## src/sat_pkg.sv

```systemverilog
package sat_pkg;

  localparam int MAX_SEGMENTS = 16;
  localparam int IDX_W        = 4;
  localparam int CNT_W        = $clog2(MAX_SEGMENTS + 1);
  localparam int ADDR_W       = 32;
  localparam int OFF_W        = ADDR_W + 1;

  typedef enum logic {
    OP_WRITE  = 1'b0,
    OP_LOOKUP = 1'b1
  } op_t;

  typedef enum logic [1:0] {
    STAT_OK       = 2'd0,
    STAT_UNMAPPED = 2'd1,
    STAT_EMPTY    = 2'd2,
    STAT_NODUMP   = 2'd3
  } status_t;

  typedef enum logic [1:0] {
    ST_IDLE,
    ST_SCAN,
    ST_DONE
  } walk_state_t;

  typedef struct packed {
    logic              loadable;
    logic              exec;
    logic              write;
    logic [ADDR_W-1:0] base;
    logic [ADDR_W-1:0] mem_size;
    logic [ADDR_W-1:0] file_size;
    logic [ADDR_W-1:0] file_offset;
  } entry_t;

  typedef struct packed {
    logic             en;
    logic [IDX_W-1:0] idx;
    entry_t           data;
  } tbl_wr_t;

  typedef struct packed {
    logic             en;
    logic [IDX_W-1:0] idx;
  } tbl_rd_t;

endpackage

```

## src/sat_if.sv

```systemverilog
interface sat_req_if;
  logic                        valid;
  logic                        ready;
  sat_pkg::op_t                op;
  logic [sat_pkg::IDX_W-1:0]   entry_index;
  logic                        entry_loadable;
  logic [sat_pkg::ADDR_W-1:0]  entry_base;
  logic [sat_pkg::ADDR_W-1:0]  entry_mem_size;
  logic [sat_pkg::ADDR_W-1:0]  entry_file_size;
  logic [sat_pkg::ADDR_W-1:0]  entry_file_offset;
  logic                        entry_exec;
  logic                        entry_write;
  logic [sat_pkg::ADDR_W-1:0]  address;

  modport source (
    output valid, op, entry_index, entry_loadable, entry_base, entry_mem_size,
           entry_file_size, entry_file_offset, entry_exec, entry_write, address,
    input  ready
  );
  modport sink (
    input  valid, op, entry_index, entry_loadable, entry_base, entry_mem_size,
           entry_file_size, entry_file_offset, entry_exec, entry_write, address,
    output ready
  );
endinterface

interface sat_rsp_if;
  logic                       valid;
  logic                       ready;
  sat_pkg::status_t           status;
  logic [sat_pkg::IDX_W-1:0]  segment_index;
  logic [sat_pkg::OFF_W-1:0]  file_offset;
  logic                       executable;
  logic                       writable;

  modport source (
    output valid, status, segment_index, file_offset, executable, writable,
    input  ready
  );
  modport sink (
    input  valid, status, segment_index, file_offset, executable, writable,
    output ready
  );
endinterface

interface sat_cfg_if;
  logic                      valid;
  logic                      ready;
  logic [sat_pkg::CNT_W-1:0] data;

  modport source (output valid, data, input ready);
  modport sink (input valid, data, output ready);
endinterface

```

## src/segment_address_translator.sv

```systemverilog
// Table write: entry and result word registered at the accepting edge.
// Lookup: entries are read in index order, up to entry_count capped at 16, and
// the first hit or the end of the walk loads the result. One item in flight.
// Reset (rst, synchronous) clears the walker state, the output valid and
// entry_count; table contents stay undefined until written.
module segment_address_translator (
  input  logic      clk,
  input  logic      rst,
  sat_cfg_if.sink   cfg,
  sat_req_if.sink   req,
  sat_rsp_if.source rsp
);
  import sat_pkg::*;

  logic [CNT_W-1:0] entry_count;
  tbl_wr_t          wr;
  tbl_rd_t          rd;
  entry_t           rd_data;

  assign cfg.ready = 1'b1;

  always_ff @(posedge clk) begin
    if (rst) begin
      entry_count <= '0;
    end else if (cfg.valid) begin
      entry_count <= cfg.data;
    end
  end

  sat_table u_table (
    .clk     (clk),
    .wr      (wr),
    .rd      (rd),
    .rd_data (rd_data)
  );

  sat_walker u_walker (
    .clk         (clk),
    .rst         (rst),
    .entry_count (entry_count),
    .req         (req),
    .rsp         (rsp),
    .wr          (wr),
    .rd          (rd),
    .rd_data     (rd_data)
  );

endmodule

```

## src/sat_table.sv

```systemverilog
module sat_table (
  input  logic             clk,
  input  sat_pkg::tbl_wr_t wr,
  input  sat_pkg::tbl_rd_t rd,
  output sat_pkg::entry_t  rd_data
);
  import sat_pkg::*;

  entry_t mem [MAX_SEGMENTS];

  always_ff @(posedge clk) begin
    if (wr.en) begin
      mem[wr.idx] <= wr.data;
    end
  end

  always_ff @(posedge clk) begin
    if (rd.en) begin
      rd_data <= mem[rd.idx];
    end
  end

endmodule

```

## src/sat_walker.sv

```systemverilog
module sat_walker (
  input  logic                      clk,
  input  logic                      rst,
  input  logic [sat_pkg::CNT_W-1:0] entry_count,
  sat_req_if.sink                   req,
  sat_rsp_if.source                 rsp,
  output sat_pkg::tbl_wr_t          wr,
  output sat_pkg::tbl_rd_t          rd,
  input  sat_pkg::entry_t           rd_data
);
  import sat_pkg::*;

  walk_state_t       state;
  walk_state_t       state_next;
  logic              accept;
  logic [CNT_W-1:0]  limit;
  logic [ADDR_W-1:0] addr_q;
  logic [CNT_W-1:0]  lim_q;
  logic [CNT_W-1:0]  issue_idx;
  logic [IDX_W-1:0]  chk_idx;
  logic [IDX_W-1:0]  hit_idx;
  logic [ADDR_W-1:0] hit_diff;
  entry_t            hit_ent;
  logic [ADDR_W-1:0] range_end;
  logic              hit;
  logic              scan_start;
  logic              issue_adv;
  logic              hit_load;
  logic              res_load;
  status_t           res_status;
  logic [IDX_W-1:0]  res_idx;
  logic [OFF_W-1:0]  res_off;
  logic              res_exec;
  logic              res_write;
  logic              out_valid;
  status_t           out_status;
  logic [IDX_W-1:0]  out_idx;
  logic [OFF_W-1:0]  out_off;
  logic              out_exec;
  logic              out_write;

  assign limit     = (entry_count > CNT_W'(MAX_SEGMENTS)) ? CNT_W'(MAX_SEGMENTS) : entry_count;
  assign range_end = rd_data.base + rd_data.mem_size;
  assign hit       = rd_data.loadable && (addr_q >= rd_data.base) && (addr_q < range_end);

  always_ff @(posedge clk) begin
    if (rst) begin
      state <= ST_IDLE;
    end else begin
      state <= state_next;
    end
  end

  always_comb begin
    state_next = state;
    req.ready  = (state == ST_IDLE) && (!out_valid || rsp.ready);
    accept     = req.valid && req.ready;
    wr.en      = 1'b0;
    wr.idx     = req.entry_index;
    wr.data    = '{loadable:    req.entry_loadable,
                   exec:        req.entry_exec,
                   write:       req.entry_write,
                   base:        req.entry_base,
                   mem_size:    req.entry_mem_size,
                   file_size:   req.entry_file_size,
                   file_offset: req.entry_file_offset};
    rd.en      = 1'b0;
    rd.idx     = '0;
    scan_start = 1'b0;
    issue_adv  = 1'b0;
    hit_load   = 1'b0;
    res_load   = 1'b0;
    res_status = STAT_OK;
    res_idx    = '0;
    res_off    = '0;
    res_exec   = 1'b0;
    res_write  = 1'b0;
    unique case (state)
      ST_IDLE: begin
        if (accept) begin
          if (req.op == OP_WRITE) begin
            wr.en    = ({1'b0, req.entry_index} < CNT_W'(MAX_SEGMENTS));
            res_load = 1'b1;
          end else if (limit == '0) begin
            res_load   = 1'b1;
            res_status = STAT_UNMAPPED;
          end else begin
            rd.en      = 1'b1;
            scan_start = 1'b1;
            state_next = ST_SCAN;
          end
        end
      end
      ST_SCAN: begin
        if (hit) begin
          hit_load   = 1'b1;
          state_next = ST_DONE;
        end else if (issue_idx == lim_q) begin
          res_load   = 1'b1;
          res_status = STAT_UNMAPPED;
          state_next = ST_IDLE;
        end else begin
          rd.en     = 1'b1;
          rd.idx    = issue_idx[IDX_W-1:0];
          issue_adv = 1'b1;
        end
      end
      ST_DONE: begin
        res_load  = 1'b1;
        res_idx   = hit_idx;
        res_exec  = hit_ent.exec;
        res_write = hit_ent.write;
        if (hit_ent.mem_size == '0) begin
          res_status = STAT_EMPTY;
        end else if (hit_ent.mem_size != hit_ent.file_size) begin
          res_status = STAT_NODUMP;
        end else begin
          res_off = {1'b0, hit_ent.file_offset} + {1'b0, hit_diff};
        end
        state_next = ST_IDLE;
      end
      default: state_next = ST_IDLE;
    endcase
  end

  always_ff @(posedge clk) begin
    if (scan_start) begin
      addr_q    <= req.address;
      lim_q     <= limit;
      issue_idx <= CNT_W'(1);
      chk_idx   <= '0;
    end else if (issue_adv) begin
      issue_idx <= issue_idx + CNT_W'(1);
      chk_idx   <= issue_idx[IDX_W-1:0];
    end
    if (hit_load) begin
      hit_idx  <= chk_idx;
      hit_diff <= addr_q - rd_data.base;
      hit_ent  <= rd_data;
    end
  end

  always_ff @(posedge clk) begin
    if (rst) begin
      out_valid <= 1'b0;
    end else if (res_load) begin
      out_valid <= 1'b1;
    end else if (rsp.ready) begin
      out_valid <= 1'b0;
    end
  end

  always_ff @(posedge clk) begin
    if (res_load) begin
      out_status <= res_status;
      out_idx    <= res_idx;
      out_off    <= res_off;
      out_exec   <= res_exec;
      out_write  <= res_write;
    end
  end

  assign rsp.valid         = out_valid;
  assign rsp.status        = out_status;
  assign rsp.segment_index = out_idx;
  assign rsp.file_offset   = out_off;
  assign rsp.executable    = out_exec;
  assign rsp.writable      = out_write;

endmodule

```

## src/flat_wrapper.sv

```systemverilog
// flat-port wrapper written by rule: the top's interface ports become plain ports
module segment_address_translator_flat import sat_pkg::*;
  (clk, rst, cfg_valid, cfg_data, cfg_ready, req_valid, req_op, req_entry_index, req_entry_loadable, req_entry_base, req_entry_mem_size, req_entry_file_size, req_entry_file_offset, req_entry_exec, req_entry_write, req_address, req_ready, rsp_valid, rsp_status, rsp_segment_index, rsp_file_offset, rsp_executable, rsp_writable, rsp_ready);
  sat_cfg_if cfg_i ();
  sat_req_if req_i ();
  sat_rsp_if rsp_i ();
  input  logic clk;
  input  logic rst;
  input wire logic [$bits(cfg_i.valid)-1:0] cfg_valid;
  input wire logic [$bits(cfg_i.data)-1:0] cfg_data;
  output wire logic [$bits(cfg_i.ready)-1:0] cfg_ready;
  input wire logic [$bits(req_i.valid)-1:0] req_valid;
  input wire logic [$bits(req_i.op)-1:0] req_op;
  input wire logic [$bits(req_i.entry_index)-1:0] req_entry_index;
  input wire logic [$bits(req_i.entry_loadable)-1:0] req_entry_loadable;
  input wire logic [$bits(req_i.entry_base)-1:0] req_entry_base;
  input wire logic [$bits(req_i.entry_mem_size)-1:0] req_entry_mem_size;
  input wire logic [$bits(req_i.entry_file_size)-1:0] req_entry_file_size;
  input wire logic [$bits(req_i.entry_file_offset)-1:0] req_entry_file_offset;
  input wire logic [$bits(req_i.entry_exec)-1:0] req_entry_exec;
  input wire logic [$bits(req_i.entry_write)-1:0] req_entry_write;
  input wire logic [$bits(req_i.address)-1:0] req_address;
  output wire logic [$bits(req_i.ready)-1:0] req_ready;
  output wire logic [$bits(rsp_i.valid)-1:0] rsp_valid;
  output wire logic [$bits(rsp_i.status)-1:0] rsp_status;
  output wire logic [$bits(rsp_i.segment_index)-1:0] rsp_segment_index;
  output wire logic [$bits(rsp_i.file_offset)-1:0] rsp_file_offset;
  output wire logic [$bits(rsp_i.executable)-1:0] rsp_executable;
  output wire logic [$bits(rsp_i.writable)-1:0] rsp_writable;
  input wire logic [$bits(rsp_i.ready)-1:0] rsp_ready;
  assign cfg_i.valid = cfg_valid;
  assign cfg_i.data = cfg_data;
  assign cfg_ready = cfg_i.ready;
  assign req_i.valid = req_valid;
  assign req_i.op = req_op;
  assign req_i.entry_index = req_entry_index;
  assign req_i.entry_loadable = req_entry_loadable;
  assign req_i.entry_base = req_entry_base;
  assign req_i.entry_mem_size = req_entry_mem_size;
  assign req_i.entry_file_size = req_entry_file_size;
  assign req_i.entry_file_offset = req_entry_file_offset;
  assign req_i.entry_exec = req_entry_exec;
  assign req_i.entry_write = req_entry_write;
  assign req_i.address = req_address;
  assign req_ready = req_i.ready;
  assign rsp_valid = rsp_i.valid;
  assign rsp_status = rsp_i.status;
  assign rsp_segment_index = rsp_i.segment_index;
  assign rsp_file_offset = rsp_i.file_offset;
  assign rsp_executable = rsp_i.executable;
  assign rsp_writable = rsp_i.writable;
  assign rsp_i.ready = rsp_ready;
  segment_address_translator u_core (.clk(clk), .rst(rst), .cfg(cfg_i), .req(req_i), .rsp(rsp_i));
endmodule
```

## config.mk

```make
export PLATFORM = sky130hd
export DESIGN_NAME = segment_address_translator_flat
export DESIGN_NICKNAME = d
export VERILOG_FILES = /design/src/sat_pkg.sv /design/src/sat_if.sv /design/src/segment_address_translator.sv /design/src/sat_table.sv /design/src/sat_walker.sv /design/src/flat_wrapper.sv
export SDC_FILE = /design/constraint.sdc
export NUM_CORES = 2
export LEC_CHECK = 0
export BUFFER_PORTS_ARGS = -buffer_cell sky130_fd_sc_hd__clkbuf_2
export CORE_MARGIN = 2
export CORE_UTILIZATION = 52
export CTS_CLUSTER_DIAMETER = 100
export DETAILED_ROUTE_END_ITERATION = 10
export PLACE_DENSITY = 0.68
export SYNTH_ARGS = -nofsm -noshare
export SYNTH_HDL_FRONTEND = slang
export SYNTH_SLANG_ARGS = --single-unit
```

## constraint.sdc

```tcl
create_clock -name clk -period 18.11 [get_ports clk]
set_clock_uncertainty 0.2 [all_clocks]
set_input_delay 4.5275 -clock clk [delete_from_list [all_inputs] [get_ports clk]]
set_output_delay 4.5275 -clock clk [all_outputs]
set_load 0.05 [all_outputs]
```

==> metrics.md <==
| Metric | Value |
|---|---|
| Number of gates resized after CTS | 0 |
| Commonest non-fill, non-tap cells in the layout | 2439 x edfxtp_1, 311 x nand2_1, 296 x mux4_2, 233 x clkbuf_16, 220 x clkbuf_2 |
| Final WL | 260000 um |
| F_max | 99.5 MHz |
| Yosys reg bits | roughly 2500 |
| RSZ-0062 raised after global routing | false |
| NetSw | 3.12 mW |
| Async SR Flop Fraction | 0 |
| Total chip power | 12.7 mW |
| Largest net degree at the start of global routing | 160 |
| Avg WL per Cell | 31.2 um |
| Max_slew headroom | 0.215 |
| H-tree levels | 4 |
| Initial Util | 0.524 |
| DP Cell Count | between 7000 and 8000 |
| Final min period | between 10 and 15 ns |
| Worst R2R Path Depth | 26 |
| DRT Pass-1 Iters | 6 |
| Endpoints failing setup | 0 |
| Synth top area share | 0.754 |
| Ratio of cells with drive above 1 in the final layout | 0.184 |
| Hold Buf Count CTS | 0 |
| Top FF cell, synth | edfxtp_1 |
| CTS max path bufs | 3 |
| Post-DP HPWL | 143000 um |
| Gate power share | 0.110 |
| Cell variety after synth | a little under 90 |
| CP Data Arrival Time | 5.32 ns |
| Die width | approximately 440 um |
| Reg power frac | 0.510 |
| Grt ovf | 0 |
| Critical Path Start Type | primary input |
| CTS tree | done |
| Slew @ Worst Pin | 1.18 ns |
| Avg Cell Area, Syn | 18.0 sq um |
| Number of port buffers | 220 |
| Most common cell after layout, fill and taps aside | edfxtp_1 |
| Tcrit/Tclk final | 0.555 |
| Switching Share | 0.246 |
| WHS | 0.216 ns |
| Flop2flop setup slack | around 8.5 ns |
| Via-to-Cell Ratio | 6.41 |
| Critical setup path kind | in2out |
| Final Non-Filler Cells | around 8300 |
| CTS buffer count | 232 |
| Post-synth EDFFs | 2439 |
| Clock share of power | 0.380 |
| Final core utilization | 0.586 |
| # rows | 158 |
| Synth Warn # | 0 |
| Mapped Cells | 5395 |
| Post-synthesis sequential area ratio | 0.757 |
| Crit Path Max Fanout | 3 |
| First-pass GRT wire length | 373000 um |
| Initial antenna violation count | 29 |
| Pwr/cell area | 117 nW/um^2 |
| Final Hold Viols | 0 |
| Synthesized area | 97200 sq um |
| Post-CTS setup buffers | 0 |
| Final Wtd Congestion | 0.938 |
| Worst Path Required | about 13 ns |
| DR iter-0 viols | around 6900 |
| Critical Path Sink Type | primary output |
| Global Route Usage Sum | 0.271 |
| Post-synth top area cell | edfxtp_1 |
| Clk Latency, worst-skew pair | 0.89 ns |
| Final #Nets | 5952 |
| Post-Syn Nets | 5703 |
| Maxcap violations | 0 |
| Via count | around 53000 |
| Maximum VDD drop | between 0.09 and 0.1 mV |
| Worst hold-check path type | reg2reg |
| Run status | finished clean |
| Final setup TNS | 0 ns |
| DRC | 0 |
| Routed Antenna Nets | 0 |
| Clock net sink count | 2456 |
| Top cells by area, synth | edfxtp_1 75%, mux4_2 6.9%, ha_1 1.6% |
| Ports | 222 |
| Die area | about 190000 sq um |
| Hold path depth | 0 |
| LEAKAGE | about 35 nW |
| Power Internal | 9.58 mW |
| Fin. max-slew vios | 0 |
| Root Driver | clkbuf_16 |
| P&R area growth vs syn | 11.9% |
| Worst-path clk slew | 0.05 ns |
| Core Area | ~190000 sq um |
| Vias in the first global route | around 53000 |
| Vert. Die Dim | about 440 um |
[per-layer routing]
layer,up-vias,routed length (um),GRT usage,share of wire
met1,27600,99100,0.361,0.38
met4,34,8990,0.0921,0.035
met2,2713,128000,0.448,0.49
li1,22500,-,-,-
met5,-,247,0,0.00095
met3,516,23200,0.0547,0.089
[worst max-delay path, stage by stage]
cell,delay (ns)
clkbuf_2,0.08
nor2b_1,0.05
nor3_1,0.30
clkbuf_2,0.35
[path summary, 6_finish.rpt]
check,startpoint,to
worst max-delay path,rsp_ready,req_ready
worst min-delay path,u_core.u_table.rd_data[129]$_DFFE_PP_,u_core.u_walker.hit_ent[129]$_DFFE_PN_
worst max register to register,u_core.u_table.rd_data[64]$_DFFE_PP_,u_core.u_table.rd_data[50]$_DFFE_PP_
worst min register to register,u_core.u_table.rd_data[129]$_DFFE_PP_,u_core.u_walker.hit_ent[129]$_DFFE_PN_
[registers in the layout, summed over array words and instances, names as in the netlist, 4 cells and up]
register and cells:
u_core.u_walker.addr_q 32, u_core.u_table.mem 2096, u_core.u_walker.hit_diff 32, u_core.u_walker.hit_ent 98, u_core.u_walker.rsp.segment_index 4, u_core.u_walker.chk_idx 4
u_core.u_walker.issue_idx 5, u_core.entry_count 5, u_core.u_walker.lim_q 5, u_core.u_walker.hit_idx 4, u_core.u_walker.rsp.file_offset 33, u_core.u_table.rd_data 131
[synthesized netlist by cell type (all sizes together) (78+ instances only)]
cell,number
edfxtp,2439
nand2,313
mux4,296
a22oi,204
a21oi,169
clkbuf,155
buf,152
nor2,149
nand3,135
o21ai,130
nand4,128
ha,127
a221oi,83
xnor2,78
[power by group through the flow]
stage          Sequential [mW]  Combinational, mW  Clock (mW)
2_1_floorplan             6.58              0.898           0
3_3_place_gp              6.59               1.36           0
3_5_place_dp              6.59               1.39           0
4_1_cts                   6.47               1.39        4.88
5_1_grt                   6.47               1.50        5.12
6_report                  6.47               1.40        4.83
[through the flow]
step / worst slack, ns / area [sq um]
floorplan: 1.86 / 97200
global placement: 8.12 / 101000
detailed placement: 8.07 / 101000
CTS: 8.07 / 109000
global route: 7.80 / 109000
finish: 8.06 / 109000
[final cells by class]
| cell class | instances | area, sq um |
|---|---|---|
| fill | 13600 | 76900 |
| sequential | 2456 | 73600 |
| multi-input combinational | 2562 | 22200 |
| clock buffer | 281 | 6010 |
| tap | 2480 | 3100 |
| timing repair buffer | 322 | 2020 |
| clock inverter | 151 | 1570 |
| inverter | 70 | 263 |
| antenna | 10 | 25.0 |
[cell families after synthesis]
family                   Yosys count  share of synthesized area
flip-flops                      2456                      0.757
AND/OR/NAND/NOR                  976                     0.0501
AO/OA/AOI/OAI                    973                     0.0717
buffers and inverters            377                     0.0175
multiplexers                     363                     0.0759
adder cells (fa/ha/maj)          130                     0.0170
XOR/XNOR                         119                     0.0107
other                              1                  0.0000386
No activity file was read; power rests on OpenSTA's default activity.
